## src/sv/assembly_source_tokenizer_unit_defines.svh

```systemverilog
// Assertion macros shared by the tokenizer RTL files.
`ifndef ASSEMBLY_SOURCE_TOKENIZER_UNIT_DEFINES_SVH
`define ASSEMBLY_SOURCE_TOKENIZER_UNIT_DEFINES_SVH

// Checks that the consequent holds in the same cycle as the antecedent.
`define ASTOK_ASSERT_IMPL(label, ante, cons, msg) \
  label: assert property (@(posedge clk_i) disable iff (!rst_ni) (ante) |-> (cons)) \
    else $error(msg);

// Checks that the consequent holds in the cycle after the antecedent.
`define ASTOK_ASSERT_NEXT(label, ante, cons, msg) \
  label: assert property (@(posedge clk_i) disable iff (!rst_ni) (ante) |=> (cons)) \
    else $error(msg);

`endif

```

## src/sv/astok_pkg.sv

```systemverilog
// Types, codes and constants of the assembly source tokenizer.
package astok_pkg;

  localparam int unsigned BYTE_W      = 8;
  localparam int unsigned KIND_W      = 4;
  localparam int unsigned ERR_W       = 4;
  localparam int unsigned LINE_W      = 23;
  localparam int unsigned MAX_BYTES_W = 23;

  localparam int unsigned DEFAULT_COUNT_WIDTH = 23;
  localparam int unsigned DEFAULT_QUEUE_DEPTH = 4;

  localparam logic [MAX_BYTES_W-1:0] MAX_BYTES_RESET = 23'h400000;

  // Characters the lexer decodes.
  localparam logic [BYTE_W-1:0] CH_TAB     = 8'h09;
  localparam logic [BYTE_W-1:0] CH_NEWLINE = 8'h0a;
  localparam logic [BYTE_W-1:0] CH_VTAB    = 8'h0b;
  localparam logic [BYTE_W-1:0] CH_FFEED   = 8'h0c;
  localparam logic [BYTE_W-1:0] CH_CRET    = 8'h0d;
  localparam logic [BYTE_W-1:0] CH_SPACE   = 8'h20;
  localparam logic [BYTE_W-1:0] CH_QUOTE   = 8'h22;
  localparam logic [BYTE_W-1:0] CH_HASH    = 8'h23;
  localparam logic [BYTE_W-1:0] CH_LPAREN  = 8'h28;
  localparam logic [BYTE_W-1:0] CH_RPAREN  = 8'h29;
  localparam logic [BYTE_W-1:0] CH_COMMA   = 8'h2c;
  localparam logic [BYTE_W-1:0] CH_EQUALS  = 8'h3d;
  localparam logic [BYTE_W-1:0] CH_TILDE   = 8'h7e;

  typedef enum logic [KIND_W-1:0] {
    TK_WORD_BYTE = 4'd0,
    TK_WORD_END  = 4'd1,
    TK_QUOTE     = 4'd2,
    TK_OPEN      = 4'd3,
    TK_CLOSE     = 4'd4,
    TK_COMMA     = 4'd5,
    TK_EQUALS    = 4'd6,
    TK_EOL       = 4'd7,
    TK_ERROR     = 4'd8
  } token_kind_e;

  typedef enum logic [ERR_W-1:0] {
    ERR_NONE         = 4'd0,
    ERR_TOO_LARGE    = 4'd1,
    ERR_SPANS_LINE   = 4'd2,
    ERR_BAD_STR_CHAR = 4'd3,
    ERR_BAD_CHAR     = 4'd4,
    ERR_NESTED       = 4'd5,
    ERR_UNMATCHED    = 4'd6,
    ERR_READ_FAIL    = 4'd7,
    ERR_UNTERMINATED = 4'd8
  } err_code_e;

  // One queue entry holds every word caused by one input item. All words of
  // an item share its line; only the first word can carry a char or a code.
  typedef struct packed {
    logic [LINE_W-1:0] line;
    token_kind_e       kind0;
    logic [BYTE_W-1:0] char0;
    err_code_e         err0;
    logic              two;
    token_kind_e       kind1;
  } queue_entry_t;

endpackage

```

## src/sv/astok_if.sv

```systemverilog
// Handshake interfaces for the source byte channel and the token channel.
interface astok_in_if;
  import astok_pkg::*;

  logic              valid;
  logic              ready;
  logic [BYTE_W-1:0] source_byte;
  logic              end_of_input;
  logic              read_failed;

  modport source (output valid, source_byte, end_of_input, read_failed, input ready);
  modport sink   (input valid, source_byte, end_of_input, read_failed, output ready);
endinterface

interface astok_tok_if;
  import astok_pkg::*;

  logic              valid;
  logic              ready;
  logic [KIND_W-1:0] token_kind;
  logic [LINE_W-1:0] line_number;
  logic [BYTE_W-1:0] char_value;
  logic [ERR_W-1:0]  error_code;
  logic              last_of_item;

  modport source (output valid, token_kind, line_number, char_value, error_code,
                  last_of_item, input ready);
  modport sink   (input valid, token_kind, line_number, char_value, error_code,
                  last_of_item, output ready);
endinterface

```

## src/sv/astok_fifo.sv

```systemverilog
// Short queue of classified items between the lexer front and the emit back.
`include "assembly_source_tokenizer_unit_defines.svh"

module astok_fifo #(
  parameter int unsigned QUEUE_DEPTH = astok_pkg::DEFAULT_QUEUE_DEPTH
) (
  input  logic                   clk_i,
  input  logic                   rst_ni,
  input  logic                   push_i,
  input  astok_pkg::queue_entry_t entry_i,
  input  logic                   pop_i,
  output astok_pkg::queue_entry_t head_o,
  output logic                   full_o,
  output logic                   empty_o
);
  import astok_pkg::*;

  localparam int unsigned PTR_W = (QUEUE_DEPTH > 1) ? $clog2(QUEUE_DEPTH) : 1;
  localparam int unsigned CNT_W = $clog2(QUEUE_DEPTH + 1);

  queue_entry_t     mem_q [QUEUE_DEPTH];
  logic [PTR_W-1:0] wr_ptr_q, wr_ptr_d;
  logic [PTR_W-1:0] rd_ptr_q, rd_ptr_d;
  logic [CNT_W-1:0] count_q, count_d;

  assign full_o  = (count_q == CNT_W'(QUEUE_DEPTH));
  assign empty_o = (count_q == '0);
  assign head_o  = mem_q[rd_ptr_q];

  // Pointers wrap at the depth, so any depth works.
  always_comb begin
    wr_ptr_d = wr_ptr_q;
    rd_ptr_d = rd_ptr_q;
    count_d  = count_q;
    if (push_i) begin
      wr_ptr_d = (wr_ptr_q == PTR_W'(QUEUE_DEPTH - 1)) ? '0 : wr_ptr_q + 1'b1;
    end
    if (pop_i) begin
      rd_ptr_d = (rd_ptr_q == PTR_W'(QUEUE_DEPTH - 1)) ? '0 : rd_ptr_q + 1'b1;
    end
    if (push_i && !pop_i) begin
      count_d = count_q + 1'b1;
    end else if (!push_i && pop_i) begin
      count_d = count_q - 1'b1;
    end
  end

  always_ff @(posedge clk_i or negedge rst_ni) begin
    if (!rst_ni) begin
      wr_ptr_q <= '0;
      rd_ptr_q <= '0;
      count_q  <= '0;
    end else begin
      wr_ptr_q <= wr_ptr_d;
      rd_ptr_q <= rd_ptr_d;
      count_q  <= count_d;
    end
  end

  // Entry storage needs no reset.
  always_ff @(posedge clk_i) begin
    if (push_i) begin
      mem_q[wr_ptr_q] <= entry_i;
    end
  end

  `ASTOK_ASSERT_IMPL(a_fifo_no_overflow, push_i, !full_o, "push into a full queue")
endmodule

```

## src/sv/astok_front.sv

```systemverilog
// Lexer front: accepts source bytes, keeps the lexer state and classifies tokens.
`include "assembly_source_tokenizer_unit_defines.svh"

module astok_front #(
  parameter int unsigned COUNT_WIDTH = astok_pkg::DEFAULT_COUNT_WIDTH
) (
  input  logic                                  clk_i,
  input  logic                                  rst_ni,
  astok_in_if.sink                              byte_i,
  input  logic                                  cfg_we_i,
  input  logic [astok_pkg::MAX_BYTES_W-1:0]     cfg_wdata_i,
  input  logic                                  full_i,
  output logic                                  push_o,
  output astok_pkg::queue_entry_t               entry_o
);
  import astok_pkg::*;

  localparam int unsigned CMP_W  = (COUNT_WIDTH + 1 > MAX_BYTES_W) ? COUNT_WIDTH + 1
                                                                   : MAX_BYTES_W;
  localparam int unsigned LEXT_W = (COUNT_WIDTH > LINE_W) ? COUNT_WIDTH : LINE_W;
  localparam logic [COUNT_WIDTH-1:0] CNT_MAX = '1;

  logic [MAX_BYTES_W-1:0] max_bytes_q;
  logic                   in_string_q, in_string_d;
  logic                   in_paren_q, in_paren_d;
  logic                   in_comment_q, in_comment_d;
  logic                   line_tok_q, line_tok_d;
  logic                   word_pend_q, word_pend_d;
  logic                   halted_q, halted_d;
  logic [COUNT_WIDTH-1:0] line_q, line_d;
  logic [COUNT_WIDTH-1:0] bytes_q, bytes_d;

  logic                   accept;
  logic [BYTE_W-1:0]      ch;
  logic                   printable;
  logic                   too_large;
  logic [LEXT_W-1:0]      line_ext;

  logic                   tok_a_v;
  token_kind_e            tok_a_kind;
  logic [BYTE_W-1:0]      tok_a_char;
  logic                   tok_b_v;
  token_kind_e            tok_b_kind;
  logic                   fail;
  err_code_e              fail_code;
  logic                   err_push;

  assign byte_i.ready = !full_i;
  assign accept       = byte_i.valid && !full_i;
  assign ch           = byte_i.source_byte;
  assign printable    = (ch >= CH_SPACE) && (ch <= CH_TILDE);
  assign too_large    = (CMP_W'(bytes_q) + 1'b1) > CMP_W'(max_bytes_q);
  assign line_ext     = LEXT_W'(line_q);

  // Lexer step: at most two tokens per item, first one may be a word byte.
  always_comb begin
    in_string_d  = in_string_q;
    in_paren_d   = in_paren_q;
    in_comment_d = in_comment_q;
    line_tok_d   = line_tok_q;
    word_pend_d  = word_pend_q;
    halted_d     = halted_q;
    line_d       = line_q;
    bytes_d      = bytes_q;
    tok_a_v      = 1'b0;
    tok_a_kind   = TK_WORD_END;
    tok_a_char   = '0;
    tok_b_v      = 1'b0;
    tok_b_kind   = TK_EOL;
    fail         = 1'b0;
    fail_code    = ERR_NONE;

    if (accept && !halted_q) begin
      if (byte_i.end_of_input) begin
        if (byte_i.read_failed) begin
          fail      = 1'b1;
          fail_code = ERR_READ_FAIL;
        end else if (in_string_q || in_paren_q) begin
          fail      = 1'b1;
          fail_code = ERR_UNTERMINATED;
        end else begin
          // Close a pending word, then end the line if it held a token.
          tok_a_v     = word_pend_q;
          tok_b_v     = line_tok_q || word_pend_q;
          word_pend_d = 1'b0;
          line_tok_d  = 1'b0;
          halted_d    = 1'b1;
        end
      end else if (too_large) begin
        fail      = 1'b1;
        fail_code = ERR_TOO_LARGE;
      end else begin
        bytes_d = (bytes_q == CNT_MAX) ? bytes_q : bytes_q + 1'b1;
        if (ch == CH_NEWLINE) begin
          if (in_string_q || in_paren_q) begin
            fail      = 1'b1;
            fail_code = ERR_SPANS_LINE;
          end else begin
            tok_a_v      = word_pend_q;
            tok_b_v      = line_tok_q || word_pend_q;
            word_pend_d  = 1'b0;
            line_tok_d   = 1'b0;
            in_comment_d = 1'b0;
            line_d       = (line_q == CNT_MAX) ? line_q : line_q + 1'b1;
          end
        end else if (in_comment_q) begin
          // Comment text is dropped.
        end else if (in_string_q) begin
          if (ch == CH_QUOTE) begin
            // A closing quote always ends the literal's word, even when empty.
            tok_a_v     = 1'b1;
            tok_b_v     = 1'b1;
            tok_b_kind  = TK_QUOTE;
            in_string_d = 1'b0;
            line_tok_d  = 1'b1;
          end else if (!printable) begin
            fail      = 1'b1;
            fail_code = ERR_BAD_STR_CHAR;
          end else begin
            tok_a_v    = 1'b1;
            tok_a_kind = TK_WORD_BYTE;
            tok_a_char = ch;
          end
        end else begin
          // Most characters close a pending word first.
          tok_a_v = word_pend_q;
          unique case (ch) inside
            CH_HASH: begin
              in_comment_d = 1'b1;
              word_pend_d  = 1'b0;
              line_tok_d   = line_tok_q || word_pend_q;
            end
            CH_SPACE, CH_TAB, CH_CRET, CH_VTAB, CH_FFEED: begin
              word_pend_d = 1'b0;
              line_tok_d  = line_tok_q || word_pend_q;
            end
            CH_QUOTE: begin
              tok_b_v     = 1'b1;
              tok_b_kind  = TK_QUOTE;
              in_string_d = 1'b1;
              word_pend_d = 1'b0;
              line_tok_d  = 1'b1;
            end
            CH_LPAREN: begin
              if (in_paren_q) begin
                fail      = 1'b1;
                fail_code = ERR_NESTED;
              end else begin
                tok_b_v     = 1'b1;
                tok_b_kind  = TK_OPEN;
                in_paren_d  = 1'b1;
                word_pend_d = 1'b0;
                line_tok_d  = 1'b1;
              end
            end
            CH_RPAREN: begin
              if (!in_paren_q) begin
                fail      = 1'b1;
                fail_code = ERR_UNMATCHED;
              end else begin
                tok_b_v     = 1'b1;
                tok_b_kind  = TK_CLOSE;
                in_paren_d  = 1'b0;
                word_pend_d = 1'b0;
                line_tok_d  = 1'b1;
              end
            end
            CH_COMMA: begin
              tok_b_v     = 1'b1;
              tok_b_kind  = TK_COMMA;
              word_pend_d = 1'b0;
              line_tok_d  = 1'b1;
            end
            CH_EQUALS: begin
              tok_b_v     = 1'b1;
              tok_b_kind  = TK_EQUALS;
              word_pend_d = 1'b0;
              line_tok_d  = 1'b1;
            end
            default: begin
              if (!printable) begin
                fail      = 1'b1;
                fail_code = ERR_BAD_CHAR;
              end else begin
                // A word byte streams out without closing anything.
                tok_a_v     = 1'b1;
                tok_a_kind  = TK_WORD_BYTE;
                tok_a_char  = ch;
                word_pend_d = 1'b1;
              end
            end
          endcase
        end
      end

      // An error replaces all tokens with one error word and halts.
      if (fail) begin
        tok_a_v  = 1'b1;
        tok_b_v  = 1'b0;
        halted_d = 1'b1;
      end
    end
  end

  // Pack the tokens of this item into one queue entry.
  always_comb begin
    entry_o.line  = line_ext[LINE_W-1:0];
    entry_o.kind0 = fail ? TK_ERROR : (tok_a_v ? tok_a_kind : tok_b_kind);
    entry_o.char0 = tok_a_v ? tok_a_char : '0;
    entry_o.err0  = fail_code;
    entry_o.two   = tok_a_v && tok_b_v;
    entry_o.kind1 = tok_b_kind;
  end

  assign push_o   = tok_a_v || tok_b_v;
  assign err_push = push_o && (entry_o.kind0 == TK_ERROR);

  always_ff @(posedge clk_i or negedge rst_ni) begin
    if (!rst_ni) begin
      max_bytes_q  <= MAX_BYTES_RESET;
      in_string_q  <= 1'b0;
      in_paren_q   <= 1'b0;
      in_comment_q <= 1'b0;
      line_tok_q   <= 1'b0;
      word_pend_q  <= 1'b0;
      halted_q     <= 1'b0;
      line_q       <= COUNT_WIDTH'(1);
      bytes_q      <= '0;
    end else begin
      if (cfg_we_i) begin
        max_bytes_q <= cfg_wdata_i;
      end
      in_string_q  <= in_string_d;
      in_paren_q   <= in_paren_d;
      in_comment_q <= in_comment_d;
      line_tok_q   <= line_tok_d;
      word_pend_q  <= word_pend_d;
      halted_q     <= halted_d;
      line_q       <= line_d;
      bytes_q      <= bytes_d;
    end
  end

  `ASTOK_ASSERT_IMPL(a_front_halt_quiet, halted_q, !push_o, "token pushed while halted")
  `ASTOK_ASSERT_NEXT(a_front_error_halts, err_push, halted_q, "error did not halt the lexer")
endmodule

```

## src/sv/astok_back.sv

```systemverilog
// Emit back: unpacks queue entries into one token word per handshake.
`include "assembly_source_tokenizer_unit_defines.svh"

module astok_back (
  input  logic                    clk_i,
  input  logic                    rst_ni,
  input  astok_pkg::queue_entry_t head_i,
  input  logic                    empty_i,
  output logic                    pop_o,
  astok_tok_if.source             token_o
);
  import astok_pkg::*;

  logic phase_q, phase_d;
  logic out_hs;
  logic last_word;

  assign last_word = phase_q || !head_i.two;
  assign out_hs    = token_o.valid && token_o.ready;
  assign pop_o     = out_hs && last_word;

  // The second word of an entry never carries a char or an error code.
  assign token_o.valid        = !empty_i;
  assign token_o.token_kind   = phase_q ? head_i.kind1 : head_i.kind0;
  assign token_o.line_number  = head_i.line;
  assign token_o.char_value   = phase_q ? '0 : head_i.char0;
  assign token_o.error_code   = phase_q ? ERR_NONE : head_i.err0;
  assign token_o.last_of_item = last_word;

  always_comb begin
    phase_d = phase_q;
    if (out_hs) begin
      phase_d = !last_word;
    end
  end

  always_ff @(posedge clk_i or negedge rst_ni) begin
    if (!rst_ni) begin
      phase_q <= 1'b0;
    end else begin
      phase_q <= phase_d;
    end
  end

  `ASTOK_ASSERT_IMPL(a_back_phase_valid, phase_q, !empty_i && head_i.two, "lone second word")
endmodule

```

## src/sv/assembly_source_tokenizer_unit.sv

```systemverilog
// Assembly source tokenizer: a streaming lexer for assembly source text.
//
// byte_i takes one word per item: a source byte, or an end-of-input marker
// with a read-failure flag. token_o gives token words tagged with their
// line number; last_of_item marks the final word caused by an item.
// cfg_we_i/cfg_wdata_i write the source size limit; write it only while idle.
// Throughput: one item per cycle when each item gives at most one word and
// the receiver is ready. An item that gives two words holds the token port
// until both are taken, so the port sets the rate at one word per cycle.
// A word reaches the token port only once its item is in the queue.
// A queue of default depth four parts the lexer front from the token port:
// when the receiver stalls, byte_i keeps accepting until the queue fills.
// Reset clears the lexer state, sets the line to one and the size limit to
// 4194304. An error gives one error word and halts the lexer until reset;
// an end-of-input item halts it as well. Halted items are taken and dropped.
module assembly_source_tokenizer_unit #(
  parameter int unsigned COUNT_WIDTH = astok_pkg::DEFAULT_COUNT_WIDTH,
  parameter int unsigned QUEUE_DEPTH = astok_pkg::DEFAULT_QUEUE_DEPTH
) (
  input  logic                              clk_i,
  input  logic                              rst_ni,
  astok_in_if.sink                          byte_i,
  astok_tok_if.source                       token_o,
  input  logic                              cfg_we_i,
  input  logic [astok_pkg::MAX_BYTES_W-1:0] cfg_wdata_i
);
  import astok_pkg::*;

  queue_entry_t push_entry;
  queue_entry_t head_entry;
  logic         push;
  logic         pop;
  logic         full;
  logic         empty;

  // Front: accept and classify source bytes.
  astok_front #(
    .COUNT_WIDTH (COUNT_WIDTH)
  ) u_front (
    .clk_i       (clk_i),
    .rst_ni      (rst_ni),
    .byte_i      (byte_i),
    .cfg_we_i    (cfg_we_i),
    .cfg_wdata_i (cfg_wdata_i),
    .full_i      (full),
    .push_o      (push),
    .entry_o     (push_entry)
  );

  // Queue between the two halves.
  astok_fifo #(
    .QUEUE_DEPTH (QUEUE_DEPTH)
  ) u_fifo (
    .clk_i   (clk_i),
    .rst_ni  (rst_ni),
    .push_i  (push),
    .entry_i (push_entry),
    .pop_i   (pop),
    .head_o  (head_entry),
    .full_o  (full),
    .empty_o (empty)
  );

  // Back: emit token words.
  astok_back u_back (
    .clk_i   (clk_i),
    .rst_ni  (rst_ni),
    .head_i  (head_entry),
    .empty_i (empty),
    .pop_o   (pop),
    .token_o (token_o)
  );
endmodule
```

## src/flat_wrapper.sv

```systemverilog
// flat-port wrapper written by rule: the top's interface ports become plain ports
module assembly_source_tokenizer_unit_flat import astok_pkg::*;
#(
  parameter int unsigned COUNT_WIDTH = astok_pkg::DEFAULT_COUNT_WIDTH,
  parameter int unsigned QUEUE_DEPTH = astok_pkg::DEFAULT_QUEUE_DEPTH
)
  (clk_i, rst_ni, cfg_we_i, cfg_wdata_i, byte_i_valid, byte_i_source_byte, byte_i_end_of_input, byte_i_read_failed, byte_i_ready, token_o_valid, token_o_token_kind, token_o_line_number, token_o_char_value, token_o_error_code, token_o_last_of_item, token_o_ready);
  astok_in_if byte_i_i ();
  astok_tok_if token_o_i ();
  input  logic clk_i;
  input  logic rst_ni;
  input  logic cfg_we_i;
  input  logic [astok_pkg::MAX_BYTES_W-1:0] cfg_wdata_i;
  input wire logic [$bits(byte_i_i.valid)-1:0] byte_i_valid;
  input wire logic [$bits(byte_i_i.source_byte)-1:0] byte_i_source_byte;
  input wire logic [$bits(byte_i_i.end_of_input)-1:0] byte_i_end_of_input;
  input wire logic [$bits(byte_i_i.read_failed)-1:0] byte_i_read_failed;
  output wire logic [$bits(byte_i_i.ready)-1:0] byte_i_ready;
  output wire logic [$bits(token_o_i.valid)-1:0] token_o_valid;
  output wire logic [$bits(token_o_i.token_kind)-1:0] token_o_token_kind;
  output wire logic [$bits(token_o_i.line_number)-1:0] token_o_line_number;
  output wire logic [$bits(token_o_i.char_value)-1:0] token_o_char_value;
  output wire logic [$bits(token_o_i.error_code)-1:0] token_o_error_code;
  output wire logic [$bits(token_o_i.last_of_item)-1:0] token_o_last_of_item;
  input wire logic [$bits(token_o_i.ready)-1:0] token_o_ready;
  assign byte_i_i.valid = byte_i_valid;
  assign byte_i_i.source_byte = byte_i_source_byte;
  assign byte_i_i.end_of_input = byte_i_end_of_input;
  assign byte_i_i.read_failed = byte_i_read_failed;
  assign byte_i_ready = byte_i_i.ready;
  assign token_o_valid = token_o_i.valid;
  assign token_o_token_kind = token_o_i.token_kind;
  assign token_o_line_number = token_o_i.line_number;
  assign token_o_char_value = token_o_i.char_value;
  assign token_o_error_code = token_o_i.error_code;
  assign token_o_last_of_item = token_o_i.last_of_item;
  assign token_o_i.ready = token_o_ready;
  assembly_source_tokenizer_unit #(.COUNT_WIDTH(COUNT_WIDTH), .QUEUE_DEPTH(QUEUE_DEPTH)) u_core (.clk_i(clk_i), .rst_ni(rst_ni), .byte_i(byte_i_i), .token_o(token_o_i), .cfg_we_i(cfg_we_i), .cfg_wdata_i(cfg_wdata_i));
endmodule
```

## config.mk

```make
export PLATFORM = sky130hd
export DESIGN_NAME = assembly_source_tokenizer_unit_flat
export DESIGN_NICKNAME = d
export VERILOG_FILES = /design/src/sv/astok_pkg.sv /design/src/sv/astok_if.sv /design/src/sv/astok_fifo.sv /design/src/sv/astok_front.sv /design/src/sv/astok_back.sv /design/src/sv/assembly_source_tokenizer_unit.sv /design/src/flat_wrapper.sv
export VERILOG_INCLUDE_DIRS = /design/src /design/src/sv
export SDC_FILE = /design/constraint.sdc
export NUM_CORES = 1
export LEC_CHECK = 0
export ABC_AREA = 1
export BUFFER_PORTS_ARGS = -buffer_cell sky130_fd_sc_hd__buf_2
export CAP_MARGIN = 40
export CORE_ASPECT_RATIO = 0.7
export CORE_MARGIN = 5
export CORE_UTILIZATION = 40
export DETAILED_ROUTE_END_ITERATION = 10
export GPL_TIMING_DRIVEN = 0
export HOLD_SLACK_MARGIN = 0.1
export PLACE_DENSITY_LB_ADDON = 0.05
export SKIP_CTS_REPAIR_TIMING = 1
export SLEW_MARGIN = 0
export SYNTH_ARGS = -nofsm -noshare
export SYNTH_HDL_FRONTEND = slang
export SYNTH_SLANG_ARGS = --single-unit
```

## constraint.sdc

```tcl
create_clock -name clk_i -period 6.8 [get_ports clk_i]
set_input_delay 1.36 -clock clk_i [delete_from_list [all_inputs] [get_ports clk_i]]
set_output_delay 1.36 -clock clk_i [all_outputs]
set_load 0.01 [all_outputs]
```

# [Word-level counts from Yosys, hierarchy flattened]
# Memories as Yosys holds them, arrays and structs flattened.
# Index checks and enable logic that the tools add are counted.
# W data, S select, Z words.
[op_classes] n_shift=0 mux=126 n_eq_ne=29 n_reduce_logical=36 n_lt_le_gt_ge=3 bitwise_logic=8 n_addsub=7 div=0 multipliers=0
[ops] cell="$mux W4" n=24
[ops] cell="$mux W8" n=11
[ops] cell="$mux W1" n=71
[ops] cell="$eq A8 B6 Y1 const B" n=7
[ops] cell="$add A23 B1 Y23 const B" n=2
[ops] cell="$eq A23 B23 Y1 const B" n=2
[ops] cell="$eq A8 B4 Y1 const B" n=5
[ops] cell="$add A23 B1 Y24 const B" n=1
[ops] cell="$gt A24 B23 Y1" n=1
[ops] cell="$mux W3" n=7
[ops] cell="$pmux W3 S5" n=1
[ops] cell="$reduce_and A7 Y1" n=2
[ops] cell="$mux W2" n=6
[ops] cell="$reduce_and A4 Y1" n=3
[ops] cell="$reduce_or A11 Y1" n=1
[ops] cell="$ne A5 B5 Y1 const B" n=2
[ops] cell="$pmux W1 S3" n=3
[ops] cell="$pmux W3 S3" n=1
[ops] cell="$reduce_or A9 Y1" n=1
[ops] cell="$ge A8 B6 Y1 const B" n=1
[ops] cell="$le A8 B7 Y1 const B" n=1
[ops] cell="$logic_and A1 B1 Y1" n=8
[ops] cell="$ne A4 B4 Y1 const B" n=2
[ops] cell="$not A1 Y1" n=8
[ops] cell="21 further kinds" n=38
[word_totals] ff_bits=83 memories=1 rom_bits=0 ram_bits=176 in_bits=38 latchBits=0 wordCells=223
[mem_list] memory="u_core.u_fifo.mem_q" depth=4 width=44 read_ports=1 rd_ports_with_merged_regs=0 wr=1 line="astok_fifo.sv:21" text="queue_entry_t mem_q [QUEUE_DEPTH];"

# [Depth between registers and ports, before layout]
# Gate-level depths: netlist of run 1.
[logic_depth] word_depth=17 mapped_depth=31 depth_no_buf=31

# [By module]
# A second synthesis of run 1 with hierarchy kept.
[unflattened] cells_unflattened=1384 hier_area_um2=13280.2
[modules_own_cells] mod="astok_fifo" instances=1 cells_per_inst=565 area_each_um2=7448.4
[modules_own_cells] mod="astok_front" instances=1 cells_per_inst=745 area_each_um2=5420.2
[modules_own_cells] mod="astok_back" instances=1 cells_per_inst=74 area_each_um2=411.6

# [Worst setup path before layout of run 1]
# OpenSTA, ideal clock, no wires.
[synth_path] kind="reg2reg" startpoint="register u_core.u_front.bytes_q[0]" endpoint="memory u_core.u_fifo.mem_q[0][0] (netlist name) (enable)" period_less_slack_ns=4.213 stages_incl_launch_ff=26 path_slack_ns=2.587 required_ns=6.403 arrival_ns=3.815 n_path_buf=0 path_cell_list="dfrtp_1 > ha_1 > nand2_1 > nor2_4 > nand3_4 > nor3_4 > nand2_2 > nor2_4 > inv_2 > nor2_4 > nand2_4 > nand2_1 > inv_1 > ha_1 > inv_1 > nor2_1 > nand2_1 > nor2_1 > nand4_1 > nand2_2 > nand2_2 > inv_2 > nand2_1 > nand4_2 > nand2_1 > inv_1"
[synth_between] elab_chain_cells=10 elab_cells_between_ends=16 classes_between="1 x add/sub; 1 x order compare; 13 x mux; 1 x reduce/logical"
[synth_lines] element="start, declared" line="astok_front.sv:31" text="logic [COUNT_WIDTH-1:0] bytes_q, bytes_d;"
[synth_lines] element="start signal, assigned" line="astok_front.sv:240" text="bytes_q <= bytes_d;"
[synth_lines] element="$add A23 B1 Y24 (*)" line="astok_front.sv:52" text="assign too_large = (CMP_W'(bytes_q) + 1'b1) > CMP_W'(max_bytes_q);"
[synth_lines] element="$gt A24 B23 Y1 (*)" line="astok_front.sv:52"
[synth_lines] element="$mux W1" line="astok_front.sv:89" text="end else if (too_large) begin"
[synth_lines] element="$mux W1" line="astok_front.sv:74" text="if (byte_i.end_of_input) begin"
[synth_lines] element="$mux W1" line="astok_front.sv:73" text="if (accept && !halted_q) begin"
[synth_lines] element="$mux W1" line="astok_front.sv:197" text="if (fail) begin"
[synth_lines] element="$mux W1" line="astok_front.sv:73"
[synth_lines] element="$logic_or A1 B1 Y1 (*)" line="astok_front.sv:215" text="assign push_o = tok_a_v || tok_b_v;"
[synth_lines] element="named net u_core.push" line="assembly_source_tokenizer_unit.sv:31" text="logic push;"
[synth_lines] element="$mux W1 (*)" line="astok_fifo.sv:62" text="if (push_i) begin"
[synth_lines] element="$mux W1 (implied by the code) (*)" line="astok_fifo.sv:63" text="mem_q[wr_ptr_q] <= entry_i;"
[synth_lines] element="end, declared" line="astok_fifo.sv:21"
# Mark *: on every way through the listed nets, which the timed path passes. The rest lies on a longest branch. The select of a mux whose other input is x is not followed.

# [Worst setup path after layout of run 1]
[layout_path] startpoint="register u_core.u_front.bytes_q[0]" endpoint="register u_core.u_fifo.count_q[2]"
[layout_between] elab_chain_cells=11 elab_cells_between_ends=19 classes_between="1 x add/sub; 1 x order compare; 12 x mux; 5 x reduce/logical"
[layout_lines] element="$add A23 B1 Y24 (*)" line="astok_front.sv:52"
[layout_lines] element="$gt A24 B23 Y1 (*)" line="astok_front.sv:52"
[layout_lines] element="$mux W1" line="astok_front.sv:89"
[layout_lines] element="$mux W1" line="astok_front.sv:74"
[layout_lines] element="$mux W1" line="astok_front.sv:73"
[layout_lines] element="$mux W1" line="astok_front.sv:197"
[layout_lines] element="$mux W1" line="astok_front.sv:73"
[layout_lines] element="$logic_or A1 B1 Y1 (*)" line="astok_front.sv:215"
[layout_lines] element="named net u_core.push" line="assembly_source_tokenizer_unit.sv:31"
[layout_lines] element="$logic_not A1 Y1" line="astok_fifo.sv:43" text="end else if (!push_i && pop_i) begin"
[layout_lines] element="$logic_and A1 B1 Y1" line="astok_fifo.sv:43"
[layout_lines] element="$reduce_bool A2 Y1 (no source line)"
[layout_lines] element="end signal, assigned" line="astok_fifo.sv:56" text="count_q <= count_d;"
[layout_lines] element="end, declared" line="astok_fifo.sv:24" text="logic [CNT_W-1:0] count_q, count_d;"
# Marked as above.
# A chain may end at the register's enable or synchronous reset.

==> flow_summary_export.csv, run 1 <==
group,metric,value,unit
worst_setup_path,arrival,5.20,ns
route,detail_route.vias_per_cell,4.88,
worst_setup_path,regToRegEndpoint,"u_core.u_fifo.count_q[2]",
cells_and_area,antennaDiodeCount,0,
worst_setup_path,timing.setup.critical_path_class,"reg2reg",
power_and_ir_drop,power_per_cell_area,311,nW/um2
worst_setup_path,setup_slack_of_the_worst_register_to_register_path,2.02,ns
timing,final_max_slew_viol_count,0,
placed_design,place.gp.congestion,0.833,
grt,grt_overflow,0,
timing,clock.fmax,0.209,GHz
placed_design,postPlaceCellArea,13100,um2
yosys,synth.distinct_cells,49,
placed_design,detailed_place_hpwl,20.8,mm
floorplanning,floorplan.initialDensity,40.4,%
cells_and_area,post-route-util,47.0,%
floorplanning,design.die.area,33900,um2
clocking,clock_sink_count,255,
worst_setup_path,worst_path_max_delay_cell,"dfrtp_1",
clocking,clockBufferDepth,3,
clocking,cts_made_buffers,27,
route,wl_per_cell,16.7,um
timing,min_period,4.78,ns
yosys,postSynth.asyncResetShare,32.5,%
timing,grt_setup_unrepaired,"false",
yosys,ys_seq_area_share,59.8,%
worst_setup_path,most_common_cell_type_on_the_critical_path,"nor2_1",
clocking,h-tree-depth,1,
worst_setup_path,r2r_cells,26,
worst_setup_path,worstPathRequired,7.23,ns
route,drtAntennaViolNets,0,
yosys,ffs_latches_synth,255,
timing,setup_viol,0,
worst_hold_path,hp-class,"reg2reg",
worst_setup_path,critical_path.top_delay_family,"simple AND/OR/NAND/NOR gates",
cells_and_area,final_common_cell,"nand2_1",
route,totalWireLength,29.5,mm
grt,grt_util_all_layers,17.5,%
grt,grt_max_degree,55,
floorplanning,std_cell_rows,53,
power_and_ir_drop,static_power_due_to_leakage,5.98,nW
route,drc,0,
power_and_ir_drop,vdd_drop_max,0.190,mV
status,outcome,"finished clean",
worst_setup_path,cp_slowest_stage_delay,0.41,ns
clocking,clkLatencyLatePin,0.55,ns
route,routed-via-count,8623,
timing,report.final.hold_viol_count,0,
worst_hold_path,hold_path_end,"u_core.u_front.halted_q",
worst_setup_path,cp_max_fo,7,
grt,first_global_vias,8289,
clocking,path_clk_slew,0.06,ns
cells_and_area,area_growth,16.3,%
yosys,postSynthCellCount,1220,
floorplanning,dieWidth,218,um
placed_design,port-buffer-count,78,
yosys,ys_dominant_reg_cell,"edfxtp_1",
cells_and_area,filler_cell_count,2908,
worst_setup_path,cp-start-kind,"flop",
cells_and_area,stdcell_count,1768,
worst_setup_path,crit-reg2reg-launch,"u_core.u_front.bytes_q[0]",
worst_setup_path,critical_path_buf_inv_count,4,
clocking,cts_tree,"built",
worst_hold_path,hold_depth,2,
worst_setup_path,endpoint_kind,"flop",
floorplanning,core,30000,um2
timing,clock-skew-final,0.00939,ns
timing,period_share,70.2,%
yosys,synthesized_area,12100,um2
floorplanning,io_pins,80,
timing,worst_slew_pin_slew,0.794,ns
yosys,ys_warn_count,0,
floorplanning,dieHeight,156,um
clocking,clockRootBuffer,"clkbuf_16",
placed_design,post_placement_cell_count,1718,
cells_and_area,post_route_cells_drive_above_1_share,13.9,%
cells_and_area,commonest_non_fill_non_tap_cells_in_the_layout,"nand2_1 (214), nor2_1 (198), edfxtp_1 (172)",
grt,antenna_violations_before_repair,0,
timing,maxSlewHeadroom,46.7,%
route,first_pass_iters,5,
yosys,avgSynthCellArea,9.93,um2
cells_and_area,nets,1405,
worst_hold_path,timing.hold.worst.start,"u_core.u_front.halted_q",
power_and_ir_drop,power,4.38,mW
yosys,synth_edf_count,172,
grt,grt_pass1_wl,47.2,mm
route,drtIter0Drc,624,
run,max_cap_violations,0,
timing,tns,0,ns
cells_and_area,postLayoutCellArea,14100,um2
## layer usage
metal / global-route usage [%] / up-vias / part of all wire (%) / routed length [um]
li1: - / 4339 / - / -
met1: 27.4 / 4094 / 52 / 15400
met2: 25.5 / 155 / 42 / 12300
met3: 3.28 / 35 / 4.5 / 1330
met4: 3.23 / 0 / 1.6 / 484
met5: 0 / - / 0 / 0
## report_power, final
| group | internal, mW | switching [mW] |
|---|---|---|
| clock network | 0.917 | 0.634 |
| registers | 1.67 | 0.0203 |
| logic | 0.368 | 0.765 |
| total | 2.96 | 1.42 |
## registers in the layout, indices dropped and copies added, names as in the netlist, 2 cells and up
register,flops
u_core.u_fifo.count_q,3
u_core.u_fifo.mem_q,172
u_core.u_fifo.rd_ptr_q,2
u_core.u_fifo.wr_ptr_q,2
u_core.u_front.bytes_q,23
u_core.u_front.line_ext,23
u_core.u_front.max_bytes_q,23
## worst max-delay path by stage
stage / start / endpoint / cells past startpoint
finish: u_core.u_front.bytes_q[0] / u_core.u_fifo.count_q[2] / 26
CTS: u_core.u_front.bytes_q[0] / u_core.u_fifo.count_q[2] / 26
global route: u_core.u_front.bytes_q[0] / u_core.u_fifo.count_q[2] / 26
detailed placement: u_core.u_front.bytes_q[0] / u_core.u_fifo.count_q[2] / 26
global placement: u_core.u_front.bytes_q[0] / u_core.u_fifo.mem_q[3][34] / 22
floorplan: u_core.u_front.bytes_q[0] / u_core.u_fifo.mem_q[0][0] / 25
## logic make-up (layout without fill, tap and decap cells)
kind of cell               after synthesis  after routing  synth area share [%]
and+or+nand+nor                        510            510                  18.8
buffers and inverters                  164            297                  5.37
DFF                                    255            255                  59.8
AOI/OAI and AO/OA                      218            218                  9.70
xor gates and xnor gates                39             39                  2.88
other                                    1              4                0.0309
muxes                                    1              1                0.0929
adders and majority gates               32             32                  3.37
## per-stage QoR
stage	worst slack (ns)	hold WS, ns
after floorplan	2.59	0.422
after global placement	1.01	0.440
after detailed placement	1.99	0.449
after CTS	1.96	0.466
after global routing	1.37	0.500
final	2.02	0.462
## tightest hold or removal path: cells and delay by family (launching register included)
kind | cells | cell delay [ns]
buffers and inverters | 1 | 0.05
AND/OR/NAND/NOR | 1 | 0.06
flip-flops | 1 | 0.32
## final cells by class
cell class                      count  area, um2  area share (%)
Timing Repair Buffer               83        500            3.55
Clock buffer                       37        773            5.49
Multi-Input combinational cell    804       4230            30.0
Inverter                          125        474            3.37
Sequential cell                   255       7240            51.4
Clock inverter                     13        170            1.21
Buffer                             39        176            1.25
Tap cell                          412        515            3.66
## cells in the mapped netlist, types with 4 or more instances
master	count	area share, %
a21oi_1	28	1.2
a31oi_1	5	0.26
buf_6	4	0.37
clkbuf_1	34	1.1
dfrtp_1	81	17
edfxtp_1	172	43
ha_1	31	3.2
inv_1	115	3.6
inv_2	9	0.28
nand2_1	214	6.6
nand2_2	4	0.21
nand3_1	34	1.4
nand4_1	13	0.67
nor2_1	198	6.1
nor2_2	9	0.46
nor2_4	6	0.56
nor3_1	8	0.33
o21ai_0	142	5.9
o22ai_1	28	1.4
xnor2_1	10	0.72
xor2_1	28	2.0
Power figures use the tool's default switching activity.
==> run 2, diff against run 1 <==
Clock period 6.8 ns to 4.7 ns, I/O delays scaled along.
==> flow_summary_export.csv, run 2 (synthesized netlist as in run 1, its figures left out) <==
group,metric,value,unit
status,outcome,"finished clean",
placed_design,postPlaceCellArea,13100,um2
cells_and_area,area_growth,17.2,%
floorplanning,floorplan.initialDensity,40.4,%
timing,maxSlewHeadroom,45.3,%
worst_setup_path,most_common_cell_type_on_the_critical_path,"nand2_2",
cells_and_area,stdcell_count,1775,
timing,report.final.hold_viol_count,0,
worst_setup_path,cp_slowest_stage_delay,0.41,ns
cells_and_area,antennaDiodeCount,0,
cells_and_area,flip_flop_count_of_the_largest_register_all_copies_and_words_added,172,
timing,period_share,91.5,%
grt,first_global_vias,8289,
timing,min_period,4.30,ns
grt,antenna_violations_before_repair,0,
power_and_ir_drop,power_per_cell_area,446,nW/um2
timing,worst_slew_pin_slew,0.814,ns
worst_setup_path,timing.setup.critical_path_class,"reg2reg",
timing,final_max_slew_viol_count,0,
worst_setup_path,worstPathRequired,5.13,ns
route,wl_per_cell,16.6,um
route,totalWireLength,29.5,mm
clocking,clkLatencyLatePin,0.55,ns
clocking,cts_tree,"built",
floorplanning,core,30000,um2
worst_setup_path,r2r_cells,29,
placed_design,detailed_place_hpwl,20.8,mm
worst_setup_path,critical_path.top_delay_family,"simple AND/OR/NAND/NOR gates",
floorplanning,io_pins,80,
floorplanning,std_cell_rows,53,
clocking,path_clk_slew,0.07,ns
floorplanning,dieWidth,218,um
worst_setup_path,critical_path_buf_inv_count,4,
worst_setup_path,cp-start-kind,"flop",
timing,setup_viol,0,
timing,clock.fmax,0.233,GHz
cells_and_area,postLayoutCellArea,14200,um2
power_and_ir_drop,vdd_drop_max,0.275,mV
timing,worst_slack,0.400,ns
timing,tns,0,ns
route,drc,0,
route,detail_route.vias_per_cell,4.85,
timing,fin_hold_ws,0.327,ns
placed_design,post_placement_cell_count,1718,
cells_and_area,final_common_cell,"nand2_1",
run,max_cap_violations,0,
worst_setup_path,cp_max_fo,7,
worst_setup_path,worst_path_max_delay_cell,"dfrtp_2",
power_and_ir_drop,power,6.34,mW
worst_setup_path,setup_slack_of_the_worst_register_to_register_path,0.40,ns
cells_and_area,commonest_non_fill_non_tap_cells_in_the_layout,"nand2_1 (211), nor2_1 (195), edfxtp_1 (172)",
cells_and_area,nets,1412,
clocking,clock_sink_count,255,
worst_setup_path,endpoint_kind,"flop",
placed_design,place.gp.congestion,0.833,
worst_hold_path,hp-class,"in2async",
worst_setup_path,arrival,4.73,ns
cells_and_area,post-route-util,47.4,%
cells_and_area,post_route_cells_drive_above_1_share,15.2,%
timing,grt_setup_unrepaired,"false",
grt,grt_pass1_wl,47.2,mm
route,routed-via-count,8611,
grt,grt_max_degree,55,
floorplanning,design.die.area,33900,um2
route,first_pass_iters,5,
cells_and_area,filler_cell_count,2905,
clocking,clockRootBuffer,"clkbuf_16",
route,drtAntennaViolNets,0,
worst_setup_path,regToRegEndpoint,"u_core.u_fifo.count_q[2]",
power_and_ir_drop,static_power_due_to_leakage,6.02,nW
grt,grt_util_all_layers,17.5,%
placed_design,pre_cts_setup_slack,-0.110,ns
timing,clock-skew-final,0.0100,ns
route,drtIter0Drc,687,
floorplanning,dieHeight,156,um
grt,grt_overflow,0,
cells_and_area,largest_register,"u_core.u_fifo.mem_q",
clocking,clockBufferDepth,3,
placed_design,port-buffer-count,78,
worst_setup_path,crit-reg2reg-launch,"u_core.u_front.bytes_q[0]",
clocking,cts_made_buffers,27,
clocking,h-tree-depth,1,
## run 2: changes by cell type in the layout (fill, tap and decap cells not counted), sizes merged
cell    before  now
inv        127  126
clkinv       4    5
buf         88   95
## run 2: area by class of cell
| class | count | area (um2) | share of cell area [%] |
|---|---|---|---|
| repair buffers | 90 | 553 | 3.90 |
| inverters | 125 | 479 | 3.38 |
| flip-flops and latches | 255 | 7250 | 51.1 |
| plain buffers | 39 | 176 | 1.24 |
| clock buffers | 37 | 773 | 5.45 |
| well taps | 412 | 515 | 3.63 |
| multi-input cells | 804 | 4280 | 30.2 |
| clock inverters | 13 | 170 | 1.20 |
## run 2: how the worst max path moves through the flow
stage | slack [ns] | depth (start not counted) | start | to
floorplan | 0.49 | 25 | u_core.u_front.bytes_q[0] | u_core.u_fifo.mem_q[0][0]
global placement | -1.09 | 22 | u_core.u_front.bytes_q[0] | u_core.u_fifo.mem_q[3][34]
detailed placement | -0.11 | 26 | u_core.u_front.bytes_q[0] | u_core.u_fifo.count_q[2]
CTS | -0.14 | 26 | u_core.u_front.bytes_q[0] | u_core.u_fifo.count_q[2]
global route | 0.009 | 27 | u_core.u_front.bytes_q[0] | u_core.u_fifo.count_q[1]
finish | 0.40 | 29 | u_core.u_front.bytes_q[0] | u_core.u_fifo.count_q[2]
## run 2: routing by layer
metal | global-route usage (%) | wire, um | vias to the layer above
met5 | 0 | 0 | -
met2 | 25.5 | 12300 | 173
li1 | - | - | 4353
met3 | 3.28 | 1560 | 31
met1 | 27.4 | 15100 | 4054
met4 | 3.23 | 464 | 0
## run 2: report_power, final
part | internal (mW) | total (mW) | switching, mW
sequential | 2.42 | 2.45 | 0.0294
combinational | 0.534 | 1.64 | 1.11
clock | 1.33 | 2.24 | 0.915
==> run 3, diff against run 2 <==
Settings changed: CORE_ASPECT_RATIO 0.7 to 1.2.
==> flow_summary_export.csv, run 3 (synthesized netlist as in run 1, its figures left out) <==
group,metric,value,unit
grt,first_global_vias,8618,
route,routed-via-count,8592,
floorplanning,core,29800,um2
placed_design,place.gp.congestion,0.829,
route,wl_per_cell,16.7,um
timing,maxSlewHeadroom,47.0,%
floorplanning,design.die.area,33900,um2
floorplanning,dieWidth,169,um
clocking,cts_tree,"built",
worst_setup_path,crit-reg2reg-launch,"u_core.u_front.bytes_q[0]",
placed_design,postPlaceCellArea,13100,um2
timing,clock.fmax,0.229,GHz
worst_setup_path,worst_path_max_delay_cell,"dfrtp_2",
worst_setup_path,cp_max_fo,6,
route,drtAntennaViolNets,0,
cells_and_area,post_route_cells_drive_above_1_share,14.6,%
floorplanning,floorplan.initialDensity,40.7,%
cells_and_area,flip_flop_count_of_the_largest_register_all_copies_and_words_added,172,
clocking,cts_made_buffers,27,
grt,grt_overflow,0,
floorplanning,std_cell_rows,69,
clocking,path_clk_slew,0.06,ns
cells_and_area,largest_register,"u_core.u_fifo.mem_q",
timing,fin_hold_ws,0.393,ns
timing,worst_slack,0.339,ns
route,met2_length,14.8,mm
route,sum_of_routed_wire_segments_on_met1,12.9,mm
clocking,clkLatencyLatePin,0.54,ns
worst_hold_path,hp-class,"in2async",
timing,worst_slew_pin_slew,0.789,ns
timing,report.final.hold_viol_count,0,
floorplanning,io_pins,80,
cells_and_area,commonest_non_fill_non_tap_cells_in_the_layout,"nand2_1 (212), nor2_1 (194), edfxtp_1 (172)",
cells_and_area,antennaDiodeCount,0,
power_and_ir_drop,vdd_drop_max,0.321,mV
placed_design,detailed_place_hpwl,20.5,mm
timing,final_max_slew_viol_count,0,
power_and_ir_drop,power_frac_comb,26.2,%
timing,period_share,92.8,%
clocking,clock_sink_count,255,
cells_and_area,final_common_cell,"nand2_1",
route,drtIter0Drc,460,
timing,min_period,4.36,ns
timing,setup_viol,0,
cells_and_area,area_growth,16.4,%
grt,antenna_violations_before_repair,1,
placed_design,post_placement_cell_count,1696,
cells_and_area,nets,1409,
power_and_ir_drop,share_clk_of_total_power,34.5,%
route,detail_route.vias_per_cell,4.91,
worst_setup_path,critPathLaunch,"u_core.u_front.bytes_q[0]",
cells_and_area,stdcell_count,1750,
worst_setup_path,cp-start-kind,"flop",
worst_setup_path,worstPathRequired,5.09,ns
cells_and_area,postLayoutCellArea,14100,um2
clocking,h-tree-depth,1,
cells_and_area,filler_cell_count,2877,
worst_setup_path,cp_slowest_stage_delay,0.41,ns
status,outcome,"finished clean",
cells_and_area,post-route-util,47.4,%
power_and_ir_drop,cell_internal_power_dissipation,4.27,mW
worst_setup_path,critical_path.top_delay_family,"simple AND/OR/NAND/NOR gates",
placed_design,port-buffer-count,78,
grt,grt_util_all_layers,17.1,%
worst_setup_path,critical_path_buf_inv_count,5,
route,first_pass_iters,5,
power_and_ir_drop,power_per_cell_area,443,nW/um2
power_and_ir_drop,power_switching_share,31.7,%
grt,grt_max_degree,48,
power_and_ir_drop,power,6.25,mW
worst_setup_path,arrival,4.76,ns
clocking,clockRootBuffer,"clkbuf_16",
clocking,clockBufferDepth,3,
worst_setup_path,endpoint_kind,"flop",
floorplanning,dieHeight,201,um
timing,clock-skew-final,0.0254,ns
power_and_ir_drop,static_power_due_to_leakage,5.99,nW
worst_setup_path,timing.setup.critical_path_class,"reg2reg",
placed_design,pre_cts_setup_slack,-0.267,ns
grt,grt_pass1_wl,46.6,mm
power_and_ir_drop,seq_power_share,39.3,%
route,drc,0,
route,totalWireLength,29.3,mm
power_and_ir_drop,netSwitchingPower,1.98,mW
run,max_cap_violations,0,
timing,tns,0,ns
route,met3_layer_wire_length_in_the_routed_design,1.21,mm
route,top_layer,"met4",
run 3: cell type report:
type	instances	area (um2)	share of cell area (%)
Buffer	39	176	1.25
Clock buffer	40	744	5.28
Clock inverter	10	151	1.07
Inverter	125	479	3.40
Multi-Input combinational cell	804	4290	30.4
Sequential cell	255	7250	51.4
Tap cell	390	488	3.46
Timing Repair Buffer	87	531	3.76
run 3: path summary, 6_finish.rpt:
path / endpoint / slack, ns / cells after the start
max in group asynchronous: u_core.u_front.max_bytes_q[22] / 3.63 / 2
min: u_core.u_fifo.count_q[1] / 0.39 / 1
min reg2reg: u_core.u_front.halted_q / 0.48 / 2
min in group clk_i: u_core.u_front.halted_q / 0.48 / 2
max: u_core.u_fifo.count_q[2] / 0.34 / 30
max reg2reg: u_core.u_fifo.count_q[2] / 0.34 / 30
run 3: routing by layer:
metal  up-vias  global-route usage [%]
met4         0                    3.28
met3        24                    2.42
li1       4344                       -
met1      4098                    22.4
met5         -                       0
met2       126                    30.5
run 3: power groups by stage:
stage	registers, mW	clock network (mW)	logic, mW
after floorplan	2.49	0	0.983
after global placement	2.50	0	1.67
after detailed placement	2.50	0	1.67
after CTS	2.46	2.21	1.68
after global routing	2.46	2.30	1.84
final	2.46	2.16	1.64
run 3: worst register-to-register path, delay by kind of cell (launching register included):
family | cells | cell delay, ns
compound gates | 2 | 0.25
xor+xnor | 1 | 0.15
fa+ha+maj | 4 | 1.03
buf+inv | 5 | 0.36
flops | 1 | 0.41
simple gates | 18 | 2.05
